===== config.mk =====
export PLATFORM = sky130hd
export DESIGN_NAME = circular_byte_deque_top
export DESIGN_NICKNAME = d
export VERILOG_FILES = /design/src/hw/rtl/cbd_pkg.sv /design/src/hw/rtl/cbd_cell.sv /design/src/hw/rtl/circular_byte_deque_top.sv
export VERILOG_INCLUDE_DIRS = /design/src /design/src/hw/rtl
export SDC_FILE = /design/constraint.sdc
export NUM_CORES = 1
export LEC_CHECK = 0
export ABC_AREA = 1
export BUFFER_PORTS_ARGS = -buffer_cell sky130_fd_sc_hd__buf_2
export CAP_MARGIN = 5
export CORE_MARGIN = 3
export CORE_UTILIZATION = 50
export CTS_BUF_LIST = sky130_fd_sc_hd__clkbuf_8
export CTS_CLUSTER_DIAMETER = 150
export DETAILED_ROUTE_END_ITERATION = 10
export PLACE_DENSITY = 0.67
export SYNTH_ARGS = -nofsm -noshare
export SYNTH_HDL_FRONTEND = slang
export SYNTH_HIERARCHICAL = 1
export SYNTH_SLANG_ARGS = --single-unit

===== constraint.sdc =====
create_clock -name clk -period 7.2 [get_ports clk]
set_input_delay 2.16 -clock clk [delete_from_list [all_inputs] [get_ports clk]]
set_output_delay 2.16 -clock clk [all_outputs]
set_load 0.03 [all_outputs]

===== src/hw/rtl/circular_byte_deque_top_defines.svh =====
// ----------------------------------------------------------------------------
// circular_byte_deque_top_defines.svh
// Assertion macros for the byte deque.
// ----------------------------------------------------------------------------
`ifndef CIRCULAR_BYTE_DEQUE_TOP_DEFINES_SVH
`define CIRCULAR_BYTE_DEQUE_TOP_DEFINES_SVH

// Check that the consequent holds in the same cycle as the antecedent.
`define CBD_ASSERT_SAME(label, ante, cons) \
    label: assert property (@(posedge clk) disable iff (!rst_n) (ante) |-> (cons)) \
        else $error("deque check failed");

// Check that the consequent holds in the cycle after the antecedent.
`define CBD_ASSERT_NEXT(label, ante, cons) \
    label: assert property (@(posedge clk) disable iff (!rst_n) (ante) |=> (cons)) \
        else $error("deque check failed");

`endif


===== src/hw/rtl/cbd_pkg.sv =====
// ----------------------------------------------------------------------------
// cbd_pkg
// Shared types and request codes for the byte deque.
// ----------------------------------------------------------------------------
`timescale 1ns / 1ps

package cbd_pkg;

    localparam int BYTE_W = 8;
    localparam int REQ_W  = 3;

    localparam logic [REQ_W-1:0] REQ_PUSH_BACK  = 3'd0;
    localparam logic [REQ_W-1:0] REQ_PUSH_FRONT = 3'd1;
    localparam logic [REQ_W-1:0] REQ_POP_BACK   = 3'd2;
    localparam logic [REQ_W-1:0] REQ_POP_FRONT  = 3'd3;
    localparam logic [REQ_W-1:0] REQ_CLEAR      = 3'd4;

    typedef enum logic [1:0] {
        CELL_HOLD       = 2'd0,
        CELL_FROM_LEFT  = 2'd1,
        CELL_FROM_RIGHT = 2'd2,
        CELL_LOAD       = 2'd3
    } cell_op_t;

    typedef struct packed {
        logic     en;
        cell_op_t op;
    } cell_ctrl_t;

endpackage


===== src/hw/rtl/cbd_cell.sv =====
// ----------------------------------------------------------------------------
// cbd_cell
// One storage cell of the deque chain: holds a byte, shifts or loads.
// ----------------------------------------------------------------------------
`timescale 1ns / 1ps

module cbd_cell
(
    input  logic                       clk,
    input  cbd_pkg::cell_ctrl_t        ctrl,
    input  logic [cbd_pkg::BYTE_W-1:0] left_byte,
    input  logic [cbd_pkg::BYTE_W-1:0] right_byte,
    input  logic [cbd_pkg::BYTE_W-1:0] push_byte,
    output logic [cbd_pkg::BYTE_W-1:0] data
);

    logic [cbd_pkg::BYTE_W-1:0] data_reg;
    logic [cbd_pkg::BYTE_W-1:0] data_next;

    always_comb
    begin
        data_next = data_reg;
        if (ctrl.en)
        begin
            case (ctrl.op)
                cbd_pkg::CELL_FROM_LEFT:  data_next = left_byte;
                cbd_pkg::CELL_FROM_RIGHT: data_next = right_byte;
                cbd_pkg::CELL_LOAD:       data_next = push_byte;
                default:                  data_next = data_reg;
            endcase
        end
    end

    // payload only: no reset
    always_ff @(posedge clk)
    begin
        data_reg <= data_next;
    end

    assign data = data_reg;

endmodule


===== src/hw/rtl/circular_byte_deque_top.sv =====
// ----------------------------------------------------------------------------
// circular_byte_deque_top
// Fixed-capacity byte deque built as a row of shifting cells.
// ----------------------------------------------------------------------------
//  channel | direction | handshake          | payload
//  --------+-----------+--------------------+---------------------------------
//  in      | sink      | in_valid/in_stall  | req_type, push_byte
//  out     | source    | out_valid/out_stall| ok, popped_byte, head_byte,
//          |           |                    | tail_byte, fill_level,
//          |           |                    | is_empty, is_full
//
//  One request per cycle when not stalled; each result comes the cycle after.
//  The cell row and the element count update together in the same cycle.
//  Reset empties the deque at once; cell contents are left as they are.
//  A stalled result beat holds in the output register and stalls the input
//  side only while it is still waiting.
// ----------------------------------------------------------------------------
`timescale 1ns / 1ps
`include "circular_byte_deque_top_defines.svh"

module circular_byte_deque_top
#(
    parameter  int CAPACITY = 16,
    localparam int CNT_W    = $clog2(CAPACITY + 1)
)
(
    input  logic                        clk,
    input  logic                        rst_n,

    input  logic                        in_valid,
    output logic                        in_stall,
    input  logic [cbd_pkg::REQ_W-1:0]   req_type,
    input  logic [cbd_pkg::BYTE_W-1:0]  push_byte,

    output logic                        out_valid,
    input  logic                        out_stall,
    output logic                        ok,
    output logic [cbd_pkg::BYTE_W-1:0]  popped_byte,
    output logic [cbd_pkg::BYTE_W-1:0]  head_byte,
    output logic [cbd_pkg::BYTE_W-1:0]  tail_byte,
    output logic [CNT_W-1:0]            fill_level,
    output logic                        is_empty,
    output logic                        is_full
);

    localparam int IDX_W = (CAPACITY > 1) ? $clog2(CAPACITY) : 1;
    localparam logic [CNT_W-1:0] CAP_CNT = CNT_W'(CAPACITY);
    localparam logic [CNT_W-1:0] ONE_CNT = CNT_W'(1);
    localparam logic [CNT_W-1:0] TWO_CNT = CNT_W'(2);

    // The front element always sits in cell 0; the back one in cell count-1.
    logic [cbd_pkg::BYTE_W-1:0] cell_data [CAPACITY];
    cbd_pkg::cell_ctrl_t        cell_ctrl [CAPACITY];

    logic [CNT_W-1:0] count_reg;
    logic [CNT_W-1:0] count_next;

    logic                       out_valid_reg;
    logic                       out_valid_next;
    logic                       ok_reg;
    logic [cbd_pkg::BYTE_W-1:0] popped_reg;
    logic [cbd_pkg::BYTE_W-1:0] head_reg;
    logic [cbd_pkg::BYTE_W-1:0] tail_reg;
    logic [CNT_W-1:0]           fill_reg;
    logic                       empty_reg;
    logic                       full_reg;

    logic accept;

    // request evaluation
    logic                       not_full;
    logic                       not_empty;
    logic                       more_than_one;
    logic [CNT_W-1:0]           last_pos;
    logic [CNT_W-1:0]           prev_pos;
    logic [cbd_pkg::BYTE_W-1:0] last_byte;
    logic [cbd_pkg::BYTE_W-1:0] prev_byte;
    logic                       ok_c;
    logic [cbd_pkg::BYTE_W-1:0] popped_c;
    logic [cbd_pkg::BYTE_W-1:0] head_c;
    logic [cbd_pkg::BYTE_W-1:0] tail_c;
    logic [CNT_W-1:0]           cnt_c;
    cbd_pkg::cell_op_t          row_op;
    logic                       load_back;

    // Take a beat whenever the output register is free or being drained.
    assign in_stall = out_valid_reg & out_stall;
    assign accept   = in_valid & ~in_stall;

    assign not_full      = (count_reg != CAP_CNT);
    assign not_empty     = (count_reg != '0);
    assign more_than_one = (count_reg > ONE_CNT);
    assign last_pos      = count_reg - ONE_CNT;
    assign prev_pos      = count_reg - TWO_CNT;
    // Read the back and the one before it; junk when the deque is too short,
    // and then masked below.
    assign last_byte     = cell_data[last_pos[IDX_W-1:0]];
    assign prev_byte     = cell_data[prev_pos[IDX_W-1:0]];

    always_comb
    begin
        ok_c      = 1'b0;
        popped_c  = '0;
        head_c    = not_empty ? cell_data[0] : '0;
        tail_c    = not_empty ? last_byte : '0;
        cnt_c     = count_reg;
        row_op    = cbd_pkg::CELL_HOLD;
        load_back = 1'b0;
        case (req_type)
            cbd_pkg::REQ_PUSH_BACK:
            begin
                if (not_full)
                begin
                    // drop the byte into the first free cell
                    ok_c      = 1'b1;
                    load_back = 1'b1;
                    cnt_c     = count_reg + ONE_CNT;
                    head_c    = not_empty ? cell_data[0] : push_byte;
                    tail_c    = push_byte;
                end
            end
            cbd_pkg::REQ_PUSH_FRONT:
            begin
                if (not_full)
                begin
                    // advance the whole row one cell to the right
                    ok_c   = 1'b1;
                    row_op = cbd_pkg::CELL_FROM_LEFT;
                    cnt_c  = count_reg + ONE_CNT;
                    head_c = push_byte;
                    tail_c = not_empty ? last_byte : push_byte;
                end
            end
            cbd_pkg::REQ_POP_BACK:
            begin
                if (not_empty)
                begin
                    ok_c     = 1'b1;
                    popped_c = last_byte;
                    cnt_c    = last_pos;
                    head_c   = more_than_one ? cell_data[0] : '0;
                    tail_c   = more_than_one ? prev_byte : '0;
                end
            end
            cbd_pkg::REQ_POP_FRONT:
            begin
                if (not_empty)
                begin
                    // advance the whole row one cell to the left
                    ok_c     = 1'b1;
                    row_op   = cbd_pkg::CELL_FROM_RIGHT;
                    popped_c = cell_data[0];
                    cnt_c    = last_pos;
                    head_c   = more_than_one ? cell_data[1] : '0;
                    tail_c   = more_than_one ? last_byte : '0;
                end
            end
            cbd_pkg::REQ_CLEAR:
            begin
                ok_c   = 1'b1;
                cnt_c  = '0;
                head_c = '0;
                tail_c = '0;
            end
            default:
            begin
                ok_c = 1'b0;
            end
        endcase
    end

    // the cell row
    genvar gi;
    generate
        for (gi = 0; gi < CAPACITY; gi++)
        begin : g_cell
            logic [cbd_pkg::BYTE_W-1:0] left_b;
            logic [cbd_pkg::BYTE_W-1:0] right_b;

            if (gi == 0)
            begin : g_first
                assign left_b = push_byte;
            end
            else
            begin : g_inner_left
                assign left_b = cell_data[gi-1];
            end

            if (gi == CAPACITY - 1)
            begin : g_last
                assign right_b = '0;
            end
            else
            begin : g_inner_right
                assign right_b = cell_data[gi+1];
            end

            always_comb
            begin
                cell_ctrl[gi].en = accept;
                if (load_back && (count_reg == CNT_W'(gi)))
                begin
                    cell_ctrl[gi].op = cbd_pkg::CELL_LOAD;
                end
                else
                begin
                    cell_ctrl[gi].op = row_op;
                end
            end

            cbd_cell u_cell
            (
                .clk        (clk),
                .ctrl       (cell_ctrl[gi]),
                .left_byte  (left_b),
                .right_byte (right_b),
                .push_byte  (push_byte),
                .data       (cell_data[gi])
            );
        end
    endgenerate

    assign count_next     = accept ? cnt_c : count_reg;
    assign out_valid_next = accept | (out_valid_reg & out_stall);

    always_ff @(posedge clk or negedge rst_n)
    begin
        if (!rst_n)
        begin
            count_reg     <= '0;
            out_valid_reg <= 1'b0;
        end
        else
        begin
            count_reg     <= count_next;
            out_valid_reg <= out_valid_next;
        end
    end

    // result beat; hold while stalled
    always_ff @(posedge clk)
    begin
        if (accept)
        begin
            ok_reg     <= ok_c;
            popped_reg <= popped_c;
            head_reg   <= head_c;
            tail_reg   <= tail_c;
            fill_reg   <= cnt_c;
            empty_reg  <= (cnt_c == '0);
            full_reg   <= (cnt_c == CAP_CNT);
        end
    end

    assign out_valid   = out_valid_reg;
    assign ok          = ok_reg;
    assign popped_byte = popped_reg;
    assign head_byte   = head_reg;
    assign tail_byte   = tail_reg;
    assign fill_level  = fill_reg;
    assign is_empty    = empty_reg;
    assign is_full     = full_reg;

    // checks
    `CBD_ASSERT_SAME(a_count_in_range, 1'b1, count_reg <= CAP_CNT)
    `CBD_ASSERT_NEXT(a_count_holds_idle, !accept, $stable(count_reg))
    `CBD_ASSERT_NEXT(a_push_full_refused,
        accept && !not_full && (req_type == cbd_pkg::REQ_PUSH_BACK ||
        req_type == cbd_pkg::REQ_PUSH_FRONT), !ok_reg && $stable(count_reg))
    `CBD_ASSERT_NEXT(a_clear_empties,
        accept && (req_type == cbd_pkg::REQ_CLEAR),
        count_reg == '0 && empty_reg && ok_reg)

endmodule


After elaboration in Yosys (flattened, before gate mapping)
Cells that the tools add are included.
{ "op_classes": {"add_sub_neg": 3, "mul": 0, "div_mod_pow": 0, "magnitude_cmp": 3, "n_eq_ne": 69, "n_shift": 0, "mux": 67, "n_bitwise": 6, "n_reduce_logical": 55} }
{ "ops": {"columns": ["cell", "n"], "rows": [
  ["$pmux 8 s3", 15],
  ["$mux 8", 20],
  ["$pmux 8 s5", 2],
  ["$bmux 8 s4", 2],
  ["$eq 2x2->1 const B", 32],
  ["$reduce_bool 3->1", 15],
  ["$eq 5x4->1 const B", 8],
  ["$mux 2", 17],
  ["$eq 2x1->1 const B", 16],
  ["$pmux 8 s2", 2],
  ["$reduce_and 2->1", 16],
  ["$eq 5x3->1 const B", 4],
  ["$logic_and 1x1->1", 16],
  ["$pmux 5 s3", 1],
  ["$eq 5x2->1 const B", 2],
  ["$ge 5x5->1 const B", 2],
  ["$logic_not 5->1", 2],
  ["$mux 5", 2],
  ["$not 4->5", 2],
  ["$eq 3x2->1 const B", 2],
  ["$reduce_or 2->1", 3],
  ["$add 5x1->5 const B", 1],
  ["$eq 5x1->1 const B", 1],
  ["$eq 5x5->1 const B", 1],
  ["15 further kinds", 19]
]} }
{ "word_totals": {"regBits": 166, "latchBits": 0, "mem_bits_rw": 0, "mem_bits_ro": 0, "in_bits": 15, "output_inout_bits": 34, "word_cells": 228, "n_memories": 0} }

Depth between registers and ports, before layout
{ "depth": {"ltp_word": 9, "ltp_mapped": 17, "depth_no_buf": 12} }

Modules after synthesis
Netlist, hierarchy kept.
{ "modules_own_cells": {"columns": ["mod", "n_inst", "cells_per_inst", "area_each_um2", "seq_area_each_um2"], "rows": [
  ["cbd_cell", 16, 46, 444.2, 240.2],
  ["circular_byte_deque_top", 1, 923, 5298.8, 1111.1]
]} }

Worst setup path after synthesis
Ideal clock, no wire load.
{ "synth_timing": {"path_kind": "input -> register", "start": "input out_stall", "end": "register g_cell[0].u_cell.data_reg (netlist bit g_cell[0].u_cell/data[0]), enable pin", "setup_time_ns": 0.330, "arrival_time_ns": 4.319, "t_required_ns": 6.870, "path_slack_ns": 2.551, "path_stages": 5, "path_buffers": 1, "cell_sequence": "nand2_1 inv_1 nor2_1 clkbuf_1 o21a_1"} }
{ "synth_via": {"elab_chain_len": 4} }
{ "synth_rtl": {"columns": ["item", "line_no", "rtl"], "rows": [
  ["start, declared", "circular_byte_deque_top.sv:36", "input logic out_stall,"],
  ["$and 1x1->1", "circular_byte_deque_top.sv:87", "assign in_stall = out_valid_reg & out_stall;"],
  ["named net in_stall", "circular_byte_deque_top.sv:31", "output logic in_stall,"],
  ["$not 1->1", "circular_byte_deque_top.sv:88", "assign accept = in_valid & ~in_stall;"],
  ["$and 1x1->1", "circular_byte_deque_top.sv:88", null],
  ["named net accept", "circular_byte_deque_top.sv:68", "logic accept;"],
  ["$reduce_and 2->1 (no source line)", null, null],
  ["end signal, assigned", "cbd_cell.sv:37", "data_reg <= data_next;"],
  ["end, declared", "cbd_cell.sv:17", "logic [cbd_pkg::BYTE_W-1:0] data_reg;"]
]} }
The timed path passes the listed nets, and every way through them passes these cells.
A chain may end at the register's enable or synchronous reset.

Worst setup path in the final report
{ "layout_timing": {"start": "input out_stall", "end": "output in_stall"} }
{ "layout_via": {"elab_chain_len": 1} }
{ "layout_rtl": {"columns": ["item", "line_no"], "rows": [
  ["$and 1x1->1", "circular_byte_deque_top.sv:87"],
  ["end, declared", "circular_byte_deque_top.sv:31"]
]} }
No other way between the ends.

==> results.toml <==
[run_status]
run_status = "finished clean"

[cts]
ctsHtreeMaxLevel = 4
cts.reportedPaths.clkPinSlew_ps = 100
post_cts.resized_instances = 0
clk-insertion-delay-late_ps = 480
clock_tree_sinks = 166
cts_tree = "done"
clock_path_buffers = 2
numCtsBuffers = 17
cts_root_buffer = "clkbuf_8"
cts_hold_repair_buffers = 0
postCtsSetupBuffers = 0

[timing]
fmax_ghz = 0.210
timing.final.hold_violations = 0
slew_violations = 0
number_of_failing_setup_endpoints_in_the_final_timing_report = 0
finalClockSkew_ps = 15.3
slew_headroom_pct = 19.6
final.period_utilization_pct = 66.2
totalNegativeSetupSlack_ps = 0
worst_pin_slew_ps = 1210
rsz0062_at_grt = "no"
post-route-min-period_ps = 4770

[power]
power_density_nw_per_um2 = 347
cellLeakagePower_nw = 5.17
clock_power_share_pct = 16.0
pwr-share-comb_pct = 53.3
peakVddDrop_mv = 0.362
switching_share_pct = 50.1
netSwitchingPower_mw = 2.20
internal_power_mw = 2.19
seq_power_share_pct = 30.7

[logic_synthesis]
syn-mean-instance-area_um2 = 7.48
synthesis.area_um2 = 12400
synth_warnings = 6
synth_top_area_cell = "edfxtp_1"
leading_post_synthesis_cells_by_cell_area = "edfxtp_1, nand3_1, nand2_1"
instance_count_of_the_mapped_netlist = 1659
yosysUniqueCellTypes = 41
netlist.area_leader.share_pct = 38.7
ys_seq_area_share_pct = 39.9
synth_seq_cells = 166

[placement]
port_buffers = 48
dpl-instance-area_um2 = 12200
gp_congestion = 0.956
post-dp-hpwl_um = 27800

[critical_path]
path_common_cell = "buf_2"
setup.worst_path.end_class = "output pin"
worst_ep_required_time_ps = 5040
worstSetupStartpointType = "input pin"
worstPathMaxFanout = 2
path_delay_family = "buffers and inverters"
criticalPathCategory = "in -> out"
cp_num_buf_inv = 3
arrival_time_at_the_worst_endpoint_ps = 2610
cpPeakStageDelay_ps = 210
timing.critical_path.cells = "buf_2, nand2_1, inv_1, buf_2"
critical-path-slowest-cell = "buf_2"

[route]
detail-route-antenna-nets = 0
detailedRoute.firstIterationViolations = 1907
via_per_inst = 6.16
routed_wl_um = 40200
first_pass_iters = 7
routed-via-count = 12112
drt_drc_violations_left = 0
wl_per_cell_um = 20.5

[global_route]
grt_use_total_pct = 30.0
grt_antenna_before_repair = 0
grt_pass1_wl_um = 61100
first_global_vias = 10371
grt_start_max_net_pins = 130
gr-total-overflow = 0

[floorplanning]
initial_core_util_pct = 51.0
core_um2 = 24300
floorplan_die_width_um = 164
num_rows = 57
die_y_um = 164
io_pins = 49
floorplan.die_area_um2 = 26700

[layout]
largest_register_ffs = 128
area_growth_from_synthesis_to_layout_pct = 1.84
seqCellArea_um2 = 4960
final_layout_size_suffix_gt1_share_pct = 10.7
insertedDiodeCount = 0
fin_nets = 1651
mostFrequentLayoutCells = "nand3_1, nand2_1, edfxtp_1"
nFillCells = 2390
area_occupied_by_multi_input_gates_um2 = 6300
design_area_um2 = 12600
final_common_cell = "nand3_1"

[hold_path]
holdCritPathClass = "reg -> reg"

[job]
maxcap_violations = 0
## cell families after synthesis
| logic type | after synthesis | synth area share [%] |
|---|---|---|
| and+or+nand+nor | 1225 | 45.3 |
| xor gates and xnor gates | 5 | 0.716 |
| buffers and inverters | 185 | 9.55 |
| adders and majority gates | 8 | 0.807 |
| DFF | 166 | 39.9 |
| AOI/OAI and AO/OA | 69 | 3.66 |
| other | 1 | 0.0302 |
## final cells by class
type	instances	area share, %
clock buffer	17	1.85
clock inverter	15	1.30
inverter	72	2.15
multi-input combinational	1315	49.9
sequential	166	39.2
tap	324	3.21
timing repair buffer	56	2.38
## Yosys cell counts (all sizes together)
library cell / number
dfrtp: 6
clkbuf: 9
nand4: 8
xnor2: 2
nor3: 1
o22ai: 2
nand3b: 2
buf: 104
o31ai: 3
xor2: 3
o21a: 16
nand2: 522
conb: 1
a31oi: 1
nand3: 658
o21ai: 18
o2111ai: 5
inv: 71
nor2: 34
ha: 8
clkinv: 1
a21oi: 13
o211ai: 11
edfxtp: 160
## tightest hold or removal path: stages, from the launching register on
cell and delay [ps]:
dfrtp_1 360, nand2_1 70, nand2_1 50
## through the flow
step / std cells / setup WS (ps) / total power, mW / hold slack [ps] / utilization, %
finish: 1965 / 2430 / 4.39 / 505 / 51.9
global route: 1965 / 2230 / 4.67 / 539 / 51.9
CTS: 1965 / 2430 / 4.33 / 508 / 51.9
detailed placement: 1933 / 2020 / 3.64 / 483 / 50.3
global placement: 1933 / 2100 / 3.62 / 471 / 50.3
floorplan: 1666 / 2550 / 3.14 / 573 / -
## layer usage
metal	track usage (%)	wire length (µm)
met1	45.5	17100
met2	43.0	17100
met3	4.95	4740
met4	10.7	1310
met5	0	0
## worst paths after layout
| path | slack (ps) | from | cells past startpoint | endpoint |
|---|---|---|---|---|
| hold reg to reg | 500 | out_valid$_DFF_PN0_ | 2 | out_valid$_DFF_PN0_ |
| hold / removal | 500 | out_valid$_DFF_PN0_ | 2 | out_valid$_DFF_PN0_ |
| setup / recovery | 2430 | out_stall | 4 | in_stall |
| max in group asynchronous | 5510 | rst_n | 1 | count_reg[0]$_DFFE_PN0P_ |
| setup reg to reg | 3040 | count_reg[0]$_DFFE_PN0P_ | 8 | g_cell[7].u_cell/data[4]$_DFFE_PP_ |
| min in group asynchronous | 1500 | rst_n | 1 | out_valid$_DFF_PN0_ |
## power by group through the flow
stage	sequential (mW)	clock, mW	combinational [mW]
5_1_grt	1.35	0.753	2.57
2_1_floorplan	1.37	0	1.77
4_1_cts	1.34	0.708	2.28
3_5_place_dp	1.36	0	2.28
3_3_place_gp	1.36	0	2.25
6_report	1.34	0.703	2.34
Power figures use the tool's default switching activity.
